==> src/design/fppd_pkg.sv <==
package fppd_pkg;

	localparam int FIELD_BITS     = 16;
	localparam int TIME_BITS      = 32;
	localparam int CNT_BITS       = 32;
	localparam int THR_BITS       = 16;
	localparam int HOLD_BITS      = 16;
	localparam int SHARE_BITS     = 9;
	localparam int SHARE_FRAC     = 8;
	localparam int CFG_IDX_BITS   = 2;
	localparam int CFG_DATA_BITS  = 16;
	localparam int FIXED_DWELL_MS = 150;
	localparam int MIN_Z_MAG      = 2;
	localparam int PROD_BITS      = FIELD_BITS + SHARE_BITS;

	localparam logic [CFG_IDX_BITS-1:0] REG_MODE      = 2'd0;
	localparam logic [CFG_IDX_BITS-1:0] REG_THRESHOLD = 2'd1;
	localparam logic [CFG_IDX_BITS-1:0] REG_HOLD      = 2'd2;
	localparam logic [CFG_IDX_BITS-1:0] REG_Z_SHARE   = 2'd3;

	localparam logic [1:0] MODE_SIMPLE = 2'd0;
	localparam logic [1:0] MODE_DWELL  = 2'd1;
	localparam logic [1:0] MODE_ZDOM   = 2'd2;

	localparam logic [1:0] EV_NONE     = 2'd0;
	localparam logic [1:0] EV_PAIRED   = 2'd1;
	localparam logic [1:0] EV_UNPAIRED = 2'd2;

	localparam logic [1:0] PHASE_CODE_IDLE   = 2'd0;
	localparam logic [1:0] PHASE_CODE_DWELL  = 2'd1;
	localparam logic [1:0] PHASE_CODE_PAIRED = 2'd2;

	typedef enum logic [2:0] {
		PH_IDLE   = 3'b001,
		PH_DWELL  = 3'b010,
		PH_PAIRED = 3'b100
	} phase_t;

	typedef struct packed {
		logic [FIELD_BITS-1:0]        field_magnitude;
		logic signed [FIELD_BITS-1:0] z_component;
		logic [TIME_BITS-1:0]         sample_time_ms;
	} sample_t;

	typedef struct packed {
		logic [1:0]          event_code;
		logic [1:0]          current_phase;
		logic [CNT_BITS-1:0] pairs_total;
		logic [CNT_BITS-1:0] blocked_total;
		logic [CNT_BITS-1:0] last_pair_ms;
	} result_t;

	typedef struct packed {
		logic [1:0]            mode_select;
		logic [THR_BITS-1:0]   field_threshold;
		logic [HOLD_BITS-1:0]  hold_time_ms;
		logic [SHARE_BITS-1:0] z_share_min;
	} cfg_t;

	typedef struct packed {
		phase_t               phase;
		logic [TIME_BITS-1:0] dwell_begin_ms;
		logic [CNT_BITS-1:0]  pair_counter;
		logic [CNT_BITS-1:0]  blocked_counter;
		logic [TIME_BITS-1:0] last_pair_time;
	} state_t;

	function automatic logic [1:0] phase_code(input phase_t ph);
		logic [1:0] code;
		case (ph)
			PH_DWELL:  code = PHASE_CODE_DWELL;
			PH_PAIRED: code = PHASE_CODE_PAIRED;
			default:   code = PHASE_CODE_IDLE;
		endcase
		return code;
	endfunction

endpackage

==> src/design/fppd_cfg_regs.sv <==
module fppd_cfg_regs (
	input  logic                                 clk,
	input  logic                                 arst_n,
	input  logic                                 cfg_wr_en,
	input  logic [fppd_pkg::CFG_IDX_BITS-1:0]    cfg_index,
	input  logic [fppd_pkg::CFG_DATA_BITS-1:0]   cfg_data,
	output fppd_pkg::cfg_t                       cfg
);
	import fppd_pkg::*;

	cfg_t cfg_q;

	always_ff @(posedge clk or negedge arst_n) begin
		if (!arst_n) begin
			cfg_q.mode_select     <= MODE_SIMPLE;
			cfg_q.field_threshold <= THR_BITS'(80);
			cfg_q.hold_time_ms    <= HOLD_BITS'(150);
			cfg_q.z_share_min     <= SHARE_BITS'(179);
		end else if (cfg_wr_en) begin
			case (cfg_index)
				REG_MODE:      cfg_q.mode_select     <= cfg_data[1:0];
				REG_THRESHOLD: cfg_q.field_threshold <= cfg_data[THR_BITS-1:0];
				REG_HOLD:      cfg_q.hold_time_ms    <= cfg_data[HOLD_BITS-1:0];
				REG_Z_SHARE:   cfg_q.z_share_min     <= cfg_data[SHARE_BITS-1:0];
				default: ;
			endcase
		end
	end

	assign cfg = cfg_q;

endmodule

==> src/design/fppd_step.sv <==
module fppd_step (
	input  fppd_pkg::cfg_t    cfg,
	input  fppd_pkg::state_t  cur,
	input  fppd_pkg::sample_t smp,
	output fppd_pkg::state_t  nxt,
	output logic [1:0]        event_code
);
	import fppd_pkg::*;

	logic [FIELD_BITS-1:0] mag;
	logic [FIELD_BITS-1:0] zabs;
	logic [TIME_BITS-1:0]  now;
	logic [TIME_BITS-1:0]  elapsed;
	logic [PROD_BITS-1:0]  z_scaled;
	logic [PROD_BITS-1:0]  share_prod;
	logic                  over_thr;
	logic                  below;
	logic                  under_half;
	logic                  zdom;
	logic                  hold_done;
	logic                  fixed_done;

	assign mag     = smp.field_magnitude;
	assign zabs    = smp.z_component[FIELD_BITS-1] ? FIELD_BITS'(-smp.z_component)
	                                               : FIELD_BITS'(smp.z_component);
	assign now     = smp.sample_time_ms;
	assign elapsed = now - cur.dwell_begin_ms;

	assign over_thr   = mag > cfg.field_threshold;
	assign below      = mag < cfg.field_threshold;
	assign under_half = {1'b0, mag, 1'b0} < {2'b00, cfg.field_threshold};

	// |z|*256 against share*magnitude, exact
	assign z_scaled   = PROD_BITS'({zabs, {SHARE_FRAC{1'b0}}});
	assign share_prod = PROD_BITS'(cfg.z_share_min) * PROD_BITS'(mag);
	assign zdom = (mag >= FIELD_BITS'(MIN_Z_MAG)) ? (z_scaled >= share_prod)
	                                              : (cfg.z_share_min == '0);

	assign hold_done  = elapsed >= TIME_BITS'(cfg.hold_time_ms);
	assign fixed_done = elapsed >= TIME_BITS'(FIXED_DWELL_MS);

	always_comb begin
		nxt        = cur;
		event_code = EV_NONE;
		if (cur.phase == PH_PAIRED) begin
			if (under_half) begin
				nxt.phase  = PH_IDLE;
				event_code = EV_UNPAIRED;
			end
		end else begin
			case (cfg.mode_select)
				MODE_DWELL: begin
					if (cur.phase == PH_IDLE) begin
						if (over_thr) begin
							nxt.phase          = PH_DWELL;
							nxt.dwell_begin_ms = now;
						end
					end else if (below) begin
						nxt.phase = PH_IDLE;
					end else if (hold_done) begin
						nxt.phase          = PH_PAIRED;
						nxt.pair_counter   = cur.pair_counter + CNT_BITS'(1);
						nxt.last_pair_time = now;
						event_code         = EV_PAIRED;
					end
				end
				MODE_ZDOM: begin
					if (cur.phase == PH_IDLE) begin
						if (over_thr && zdom) begin
							nxt.phase          = PH_DWELL;
							nxt.dwell_begin_ms = now;
						end else if (over_thr) begin
							nxt.blocked_counter = cur.blocked_counter + CNT_BITS'(1);
						end
					end else if (below || !zdom) begin
						nxt.phase = PH_IDLE;
					end else if (fixed_done) begin
						nxt.phase          = PH_PAIRED;
						nxt.pair_counter   = cur.pair_counter + CNT_BITS'(1);
						nxt.last_pair_time = now;
						event_code         = EV_PAIRED;
					end
				end
				default: begin
					// simple threshold, also the unused mode code
					if (cur.phase == PH_IDLE) begin
						if (over_thr) begin
							nxt.phase          = PH_PAIRED;
							nxt.pair_counter   = cur.pair_counter + CNT_BITS'(1);
							nxt.last_pair_time = now;
							event_code         = EV_PAIRED;
						end
					end else begin
						nxt.phase = PH_IDLE;
					end
				end
			endcase
		end
	end

endmodule

==> src/design/field_proximity_pairing_detector.sv <==
// channel  | valid         | ready         | beat
// ---------+---------------+---------------+----------------------------
// sample   | sample_valid  | sample_ready  | sample  (fppd_pkg::sample_t)
// result   | result_valid  | result_ready  | result  (fppd_pkg::result_t)
// config   | cfg_wr_en     | (none)        | cfg_index, cfg_data
//
// one beat per cycle sustained while result_ready is high; a sample beat goes into
// the input register, then through the state update into the result register,
// where its result is valid and can be taken
// the sample register refills in the same cycle the result register is taken
// asynchronous low reset sets idle phase, zero counters and register defaults
// a stalled result holds; the sample register holds one more beat behind it
module field_proximity_pairing_detector (
	input  logic                                clk,
	input  logic                                arst_n,
	input  logic                                sample_valid,
	output logic                                sample_ready,
	input  fppd_pkg::sample_t                   sample,
	output logic                                result_valid,
	input  logic                                result_ready,
	output fppd_pkg::result_t                   result,
	input  logic                                cfg_wr_en,
	input  logic [fppd_pkg::CFG_IDX_BITS-1:0]   cfg_index,
	input  logic [fppd_pkg::CFG_DATA_BITS-1:0]  cfg_data
);
	import fppd_pkg::*;

	cfg_t      cfg;
	state_t    st_q;
	state_t    st_nxt;
	logic [1:0] ev;
	sample_t   smp_s1;
	logic      valid_s1;
	result_t   res_s2;
	logic      valid_s2;
	logic      advance;

	fppd_cfg_regs u_cfg (
		.clk       (clk),
		.arst_n    (arst_n),
		.cfg_wr_en (cfg_wr_en),
		.cfg_index (cfg_index),
		.cfg_data  (cfg_data),
		.cfg       (cfg)
	);

	fppd_step u_step (
		.cfg        (cfg),
		.cur        (st_q),
		.smp        (smp_s1),
		.nxt        (st_nxt),
		.event_code (ev)
	);

	assign advance      = valid_s1 && (!valid_s2 || result_ready);
	assign sample_ready = !valid_s1 || advance;

	always_ff @(posedge clk or negedge arst_n) begin
		if (!arst_n) begin
			valid_s1 <= 1'b0;
		end else if (sample_ready) begin
			valid_s1 <= sample_valid;
		end
	end

	always_ff @(posedge clk) begin
		if (sample_valid && sample_ready) begin
			smp_s1 <= sample;
		end
	end

	always_ff @(posedge clk or negedge arst_n) begin
		if (!arst_n) begin
			st_q.phase           <= PH_IDLE;
			st_q.dwell_begin_ms  <= '0;
			st_q.pair_counter    <= '0;
			st_q.blocked_counter <= '0;
			st_q.last_pair_time  <= '0;
			valid_s2             <= 1'b0;
		end else if (advance) begin
			st_q     <= st_nxt;
			valid_s2 <= 1'b1;
		end else if (result_ready) begin
			valid_s2 <= 1'b0;
		end
	end

	always_ff @(posedge clk) begin
		if (advance) begin
			res_s2.event_code    <= ev;
			res_s2.current_phase <= phase_code(st_nxt.phase);
			res_s2.pairs_total   <= st_nxt.pair_counter;
			res_s2.blocked_total <= st_nxt.blocked_counter;
			res_s2.last_pair_ms  <= st_nxt.last_pair_time[CNT_BITS-1:0];
		end
	end

	assign result_valid = valid_s2;
	assign result       = res_s2;

endmodule
==> config.mk <==
export PLATFORM = sky130hd
export DESIGN_NAME = field_proximity_pairing_detector
export DESIGN_NICKNAME = d
export VERILOG_FILES = /design/src/design/fppd_pkg.sv /design/src/design/fppd_cfg_regs.sv /design/src/design/fppd_step.sv /design/src/design/field_proximity_pairing_detector.sv
export SDC_FILE = /design/constraint.sdc
export NUM_CORES = 1
export LEC_CHECK = 0
export ABC_CLOCK_PERIOD_IN_PS = 7200
export BUFFER_PORTS_ARGS = -buffer_cell sky130_fd_sc_hd__buf_2
export CAP_MARGIN = 10
export CORE_ASPECT_RATIO = 1.4
export CORE_UTILIZATION = 50
export DETAILED_ROUTE_END_ITERATION = 16
export GPL_TIMING_DRIVEN = 0
export PLACE_DENSITY = 0.7
export SYNTH_ARGS = -nofsm -noshare
export SYNTH_HDL_FRONTEND = slang
export SYNTH_HIERARCHICAL = 1
export SYNTH_SLANG_ARGS = --single-unit
==> constraint.sdc <==
create_clock -name clk -period 7.2 [get_ports clk]
set_clock_uncertainty 0.2 [all_clocks]
set_input_delay 0.36 -clock clk [delete_from_list [all_inputs] [get_ports clk]]
set_output_delay 0.36 -clock clk [all_outputs]
set_load 0.01 [all_outputs]
==> metrics.yaml, run 1 <==
logic_synthesis:
  synth_nets: 2599
  synth_compound_area_share_pct: 13.69
  synth-simple-area-share_pct: 13.19
  yosys_warnings: 6
  synth_most_common_cell: "nand2_1"
  ys_top_cells_by_count: "nand2_1, inv_1, dfrtp_1, edfxtp_1, ha_1"
  synth_xor_area_share_pct: 2.978
  yosys_most_used_dff: "edfxtp_1"
  synth_edf_count: 164
  synth_seq_cells: 340
  yosysSeqAreaShare_pct: 38.28
  avgSynthCellArea_um2: 10.76
  synthCells: 2268
  yosys.cell_types.count: 103
  synthTopCellsByArea: "edfxtp_1, dfrtp_1, fa_1"
  synthAdderAreaFrac_pct: 15.58
  synth_mux_area_share_pct: 10.28
  synth_top_family_by_area: "adder cells"
  synth_top_area_share_pct: 20.18
  syn_area_um2: 24410
  yosys.area.top_type: "edfxtp_1"
  synthArstFlopShare_pct: 51.76
pwr:
  clock_power_share_pct: 13.6
  leakage_nw: 13.79
  p_int_w: 0.007806
  power_w: 0.01394
  p_sw_w: 0.006135
  p_seq_share_pct: 19.1
  max-vdd-ir-drop_mv: 0.7447
  combPwrFrac_pct: 67.3
  powerDensity_nw_per_um2: 453.1
  swShare_pct: 44.01
floorplanning:
  die_w_um: 188.7
  rows: 95
  core_area_um2: 48140
  start_util_pct: 50.70
  die_h_um: 263.4
  die_area_um2: 49720
  num_io_pins: 189
cts:
  path_clk_slew_ns: 0.07
  cts_tree: "yes"
  cts-buffers-inserted: 37
  clk_path_buf_depth: 3
  clockRootBuffer: "clkbuf_16"
  htreeDepth: 2
  insertion_delay_ns: 0.57
  clkSinkCount: 340
grt:
  grt_usage_pct: 27.51
  grt_use_met3_pct: 4.053
  grt_use_met2_pct: 50.18
  overflow: 0
  grt_pass1_vias: 20450
  grt_antenna_before_repair: 2
  busiest_layer: "met2"
  grt_pass1_wl_um: 108500
  use_met1_pct: 30.97
  grt_max_degree: 116
worst_setup_path:
  path_buf_inv: 8
  cp_max_fo: 5
  crit_top_cell: "fa_1"
  worst_setup_path_end_kind: "register"
  reg2reg_to: "st_q[37]$_DFFE_PN0P_"
  cp.depth: 36
  crit_slowest_cell: "dfstp_2"
  endpoint: "st_q[37]$_DFFE_PN0P_"
  crit_path_start: "u_cfg/cfg[0]$_DFFE_PN1P_"
  startpoint_type: "register"
  crit_family: "adder cells"
  worst-setup-path-type: "register to register"
  slowest_delay_ns: 0.59
  worstPathRequired_ns: 7.45
  rr_worst_depth: 36
  r2r_start: "u_cfg/cfg[0]$_DFFE_PN1P_"
  r2r_slack_ns: -0.53
  cp_data_arrival_time_ns: 7.98
cells_and_area:
  drive_above_1_share_pct: 30.16
  area_delta_synth_final_pct: 26.05
  nets: 3014
  fillCellCount: 3690
  diodes: 0
drt:
  routedWlPerCell_um: 21.09
  antenna_left: 0
  drc: 0
  via_count: 19520
  dr.pass1.iters: 6
  drt_wl_total_um: 70480
  via_per_inst: 5.839
  first_iter_violations: 1225
place:
  port_buffers: 188
  gp_congestion: 0.9104
  post-place-ws_ns: -1.508
  dp_hpwl_um: 48340
sta:
  setup_viol: 229
  slew_violations: 0
  rsz0062_at_grt: "yes"
  hold-worst-slack_ns: 0.04735
  post-route-min-period_ns: 7.732
  worstMarginPinSlew_ns: 1.101
  setup_slack_ns: -0.5321
  slew_headroom_pct: 26.62
  hold_viol_final: 0
  finalCritPeriodShare_pct: 107.4
  fmax_mhz: 129.3
min_path:
  min_path_cells: 3
  hold_path_class: "primary input to register"
outcome:
  violations: "setup timing"
  outcome: "finished, violations left"
run:
  drv_cap: 0
-- power by group through the flow --
stage                     clock network (W)  logic [W]  registers, W
after floorplan                           0    0.00533       0.00265
after global placement                    0    0.00683       0.00266
after detailed placement                  0    0.00707       0.00268
after CTS                           0.00193    0.00819       0.00265
after global routing                0.00200     0.0102       0.00269
final                               0.00190    0.00938       0.00266
-- how the worst min path moves through the flow --
stage                                    from                         to  slack (ns)
finish                           cfg_index[0]  u_cfg/cfg[35]$_DFFE_PN0P_        0.05
global placement    u_cfg/cfg[34]$_DFFE_PN0P_  u_cfg/cfg[34]$_DFFE_PN0P_        0.29
detailed placement                     arst_n       st_q[59]$_DFFE_PN0P_        0.15
CTS                              cfg_index[0]  u_cfg/cfg[35]$_DFFE_PN0P_        0.04
global route                     cfg_index[0]  u_cfg/cfg[35]$_DFFE_PN0P_        0.05
floorplan                              arst_n   result_valid$_DFFE_PN0P_       -0.14
-- logic make-up after synthesis --
kind of cell               after synthesis
DFF                                    340
adders and majority gates              244
and+or+nand+nor                        639
buffers and inverters                  307
muxes                                  180
xor gates and xnor gates                83
AOI/OAI and AO/OA                      475
-- per-layer routing --
| metal | vias up | routed length, um |
|---|---|---|
| li1 | 8907 | - |
| met1 | 9656 | 26700 |
| met2 | 717 | 36610 |
| met3 | 231 | 3578 |
| met4 | 4 | 3559 |
| met5 | - | 31 |
-- worst register-to-register path, delay by kind of cell, from the launching register on --
family / cells / cell delay, ns
adder cells (fa/ha/maj): 6 / 2.53
AO/OA/AOI/OAI: 11 / 1.94
AND/OR/NAND/NOR: 8 / 1.00
buffers and inverters: 8 / 0.76
flip-flops: 1 / 0.59
XOR/XNOR: 2 / 0.34
multiplexers: 1 / 0.27
-- cell usage in the layout, fill, tap and decap left out, types with 23 or more instances in the layout --
cell type / instances
nand2_1: 219
dlygate4sd3_1: 84
inv_1: 203
mux2_2: 39
dfrtp_1: 161
o21ai_0: 82
nand4_1: 23
nor2_1: 74
clkbuf_16: 42
a21o_1: 27
buf_2: 199
and2_1: 86
nand3_1: 54
xnor2_1: 48
a21oi_1: 92
edfxtp_1: 164
buf_4: 74
buf_6: 39
nor3_1: 23
a221o_1: 26
a22o_1: 30
clkbuf_1: 32
mux2_4: 140
fa_1: 100
ha_1: 134
-- stage by stage --
step / instances / TNS (ns) / util, % / instance area (um^2)
final: 3342 / -82.41 / 63.91 / 30770
after global routing: 3342 / -143.04 / 63.91 / 30770
after CTS: 3289 / -95.21 / 61.45 / 29580
after detailed placement: 3088 / -281.26 / 54.78 / 26370
after global placement: 3086 / -259.88 / 54.64 / 26300
after floorplan: 2268 / 0 / - / 24570
-- timing repair --
item                                    CTS  global route
gates resized for setup                 166           176
endpoints found under the hold margin   170             0
cloned                                    5             3
hold buffers                             84             0
endpoints found under the setup margin  230           230
setup buffers                            55            55
pin swaps                                58           128
-- registers in the layout, indices dropped and copies added, names as in the netlist --
signal and cells:
u_cfg/cfg 43, st_q 131, smp_s1 64, result 100, result_valid 1, valid_s1 1
-- area by class of cell --
cell class	instances	area (um^2)	area share, %
multi-input cells	1621	14810	48.13
flip-flops and latches	340	9348	30.38
repair buffers	388	2995	9.736
clock buffers	49	991.0	3.221
plain buffers	85	839.6	2.729
inverters	210	805.8	2.619
well taps	630	788.3	2.562
clock inverters	19	190.2	0.6182
Power figures use the tool's default switching activity.
==> run 2, diff against run 1 <==
--- a/config.mk
+++ b/config.mk
@@ -13,6 +13,7 @@
 export DETAILED_ROUTE_END_ITERATION = 16
 export GPL_TIMING_DRIVEN = 0
 export PLACE_DENSITY = 0.7
+export SETUP_SLACK_MARGIN = 0.3
 export SYNTH_ARGS = -nofsm -noshare
 export SYNTH_HDL_FRONTEND = slang
 export SYNTH_HIERARCHICAL = 1
==> metrics.yaml, run 2 (same netlist as run 1, synthesis figures left out) <==
sta:
  hold_viol_final: 0
  slew_headroom_pct: 27.37
  finalCritPeriodShare_pct: 109.0
  slew_violations: 0
  post-route-min-period_ns: 7.846
  rsz0062_at_grt: "yes"
  setup_slack_ns: -0.6459
  fmax_mhz: 127.5
  worstMarginPinSlew_ns: 1.089
  setup_viol: 228
cells_and_area:
  fillCellCount: 3795
  final_util_pct: 62.42
  drive_above_1_share_pct: 28.64
  final_common_cell: "nand2_1"
  largest_reg_flops: 131
  final_area_um2: 30050
  regMostFlops: "st_q"
  most-common-layout-cells: "nand2_1, buf_2, inv_1"
  nets: 2987
  area_delta_synth_final_pct: 23.11
floorplanning:
  die_area_um2: 49720
  num_io_pins: 189
  start_util_pct: 50.70
  die_w_um: 188.7
  core_area_um2: 48140
  die_h_um: 263.4
  rows: 95
worst_setup_path:
  startpoint_type: "register"
  cp_data_arrival_time_ns: 8.10
  worst_setup_path_end_kind: "register"
  reg2reg_to: "st_q[60]$_DFFE_PN0P_"
  rr_worst_depth: 37
  worstPathRequired_ns: 7.45
  slowest_delay_ns: 0.54
  r2r_start: "u_cfg/cfg[1]$_DFFE_PN1P_"
  cp_max_fo: 7
  r2r_slack_ns: -0.65
  crit_slowest_cell: "dfstp_2"
  worst-setup-path-type: "register to register"
drt:
  first_iter_violations: 1387
  drt_wl_total_um: 67430
  via_per_inst: 5.785
  drc: 0
  via_count: 19180
  dr.pass1.iters: 6
  routedWlPerCell_um: 20.34
  antenna_left: 0
cts:
  insertion_delay_ns: 0.58
  cts_tree: "yes"
  path_clk_slew_ns: 0.06
  clk_path_buf_depth: 3
  clockRootBuffer: "clkbuf_16"
  htreeDepth: 2
  cts-buffers-inserted: 37
  clkSinkCount: 340
place:
  post-place-ws_ns: -1.483
  port_buffers: 188
  dpl_cell_area_um2: 26370
  gp_congestion: 0.9240
  dp_hpwl_um: 47400
grt:
  overflow: 0
  grt_max_degree: 115
  grt_pass1_vias: 19670
  grt_antenna_before_repair: 1
  grt_pass1_wl_um: 105400
  grt_usage_pct: 26.83
run:
  drv_cap: 0
min_path:
  min_to: "u_cfg/cfg[33]$_DFFE_PN0P_"
  min_from: "cfg_index[0]"
  min_path_cells: 3
  hold_path_class: "primary input to register"
pwr:
  powerDensity_nw_per_um2: 445.1
  leakage_nw: 13.45
  power_w: 0.01337
  max-vdd-ir-drop_mv: 0.5336
outcome:
  outcome: "finished, violations left"
  violations: "setup timing"
## run 2: cell types whose count changed in the layout (fill, tap and decap cells not counted), moves of 5 or more
cell,previous run,this run
buf_12,21,14
a21oi_1,92,97
buf_6,39,29
clkbuf_4,4,11
mux2_4,140,134
o21ai_1,10,15
clkbuf_1,32,25
buf_4,74,61
nand2_4,10,5
o21ai_0,82,88
a21oi_2,20,15
o21ai_2,12,4
mux2_2,39,45
## run 2: worst max path at each step
stage / start / to / cells past startpoint
3_5_place_dp: u_cfg/cfg[8]$_DFFE_PN0P_ / st_q[60]$_DFFE_PN0P_ / 29
2_1_floorplan: u_cfg/cfg[0]$_DFFE_PN1P_ / st_q[15]$_DFFE_PN0P_ / 36
6_report: u_cfg/cfg[1]$_DFFE_PN1P_ / st_q[60]$_DFFE_PN0P_ / 37
5_1_grt: u_cfg/cfg[0]$_DFFE_PN1P_ / result[53]$_DFFE_PP_ / 40
4_1_cts: u_cfg/cfg[0]$_DFFE_PN1P_ / st_q[20]$_DFFE_PN0P_ / 36
3_3_place_gp: u_cfg/cfg[8]$_DFFE_PN0P_ / st_q[60]$_DFFE_PN0P_ / 29
## run 2: final cells by class
| class | count | area (um^2) | area share [%] |
|---|---|---|---|
| Clock inverter | 25 | 246.5 | 0.8203 |
| Tap cell | 630 | 788.3 | 2.623 |
| Inverter | 210 | 795.8 | 2.648 |
| Clock buffer | 43 | 978.4 | 3.256 |
| Sequential cell | 340 | 9348 | 31.11 |
| Buffer | 97 | 885.9 | 2.948 |
| Timing Repair Buffer | 349 | 2506 | 8.340 |
| Multi-Input combinational cell | 1621 | 14500 | 48.25 |
| Antenna cell | 1 | 2.502 | 0.008327 |
## run 2: power breakdown
group	total (W)	internal, W	switching [W]
clock	0.00196	0.00110	0.000854
sequential	0.00264	0.00241	0.000229
combinational	0.00878	0.00402	0.00476
total	0.0134	0.00753	0.00584
## run 2: layer usage
layer	part of all wire [%]	global-route usage [%]
met1	39	31.36
met2	53	49.12
met3	4.3	3.213
met4	3.9	11.20
met5	0	0
## run 2: metrics by stage
step           cells  TNS, ns  hold slack [ns]
4_1_cts         3288   -78.80          0.03023
2_1_floorplan   2268        0          -0.1356
5_1_grt         3316  -161.84          0.06297
6_report        3316  -102.05          0.04999
3_3_place_gp    3086  -232.52           0.2911
3_5_place_dp    3087  -265.49           0.1501
## run 2: worst max-delay path, delay by kind of cell, from the launching register on
| family | cells | cell delay [ns] |
|---|---|---|
| buffers and inverters | 10 | 1.05 |
| and+or+nand+nor | 7 | 1.11 |
| muxes | 1 | 0.26 |
| adders and majority gates | 6 | 2.21 |
| xor gates and xnor gates | 2 | 0.30 |
| DFF | 1 | 0.54 |
| AOI/OAI and AO/OA | 11 | 2.05 |
## run 2: repair_timing
action                                  CTS  global route
setup buffers                            48            24
pin swaps                                51            67
endpoints found under the setup margin  230           230
gates resized for setup                 138           115
hold buffers                             83             0
cloned                                    2             3
endpoints found under the hold margin   171             0
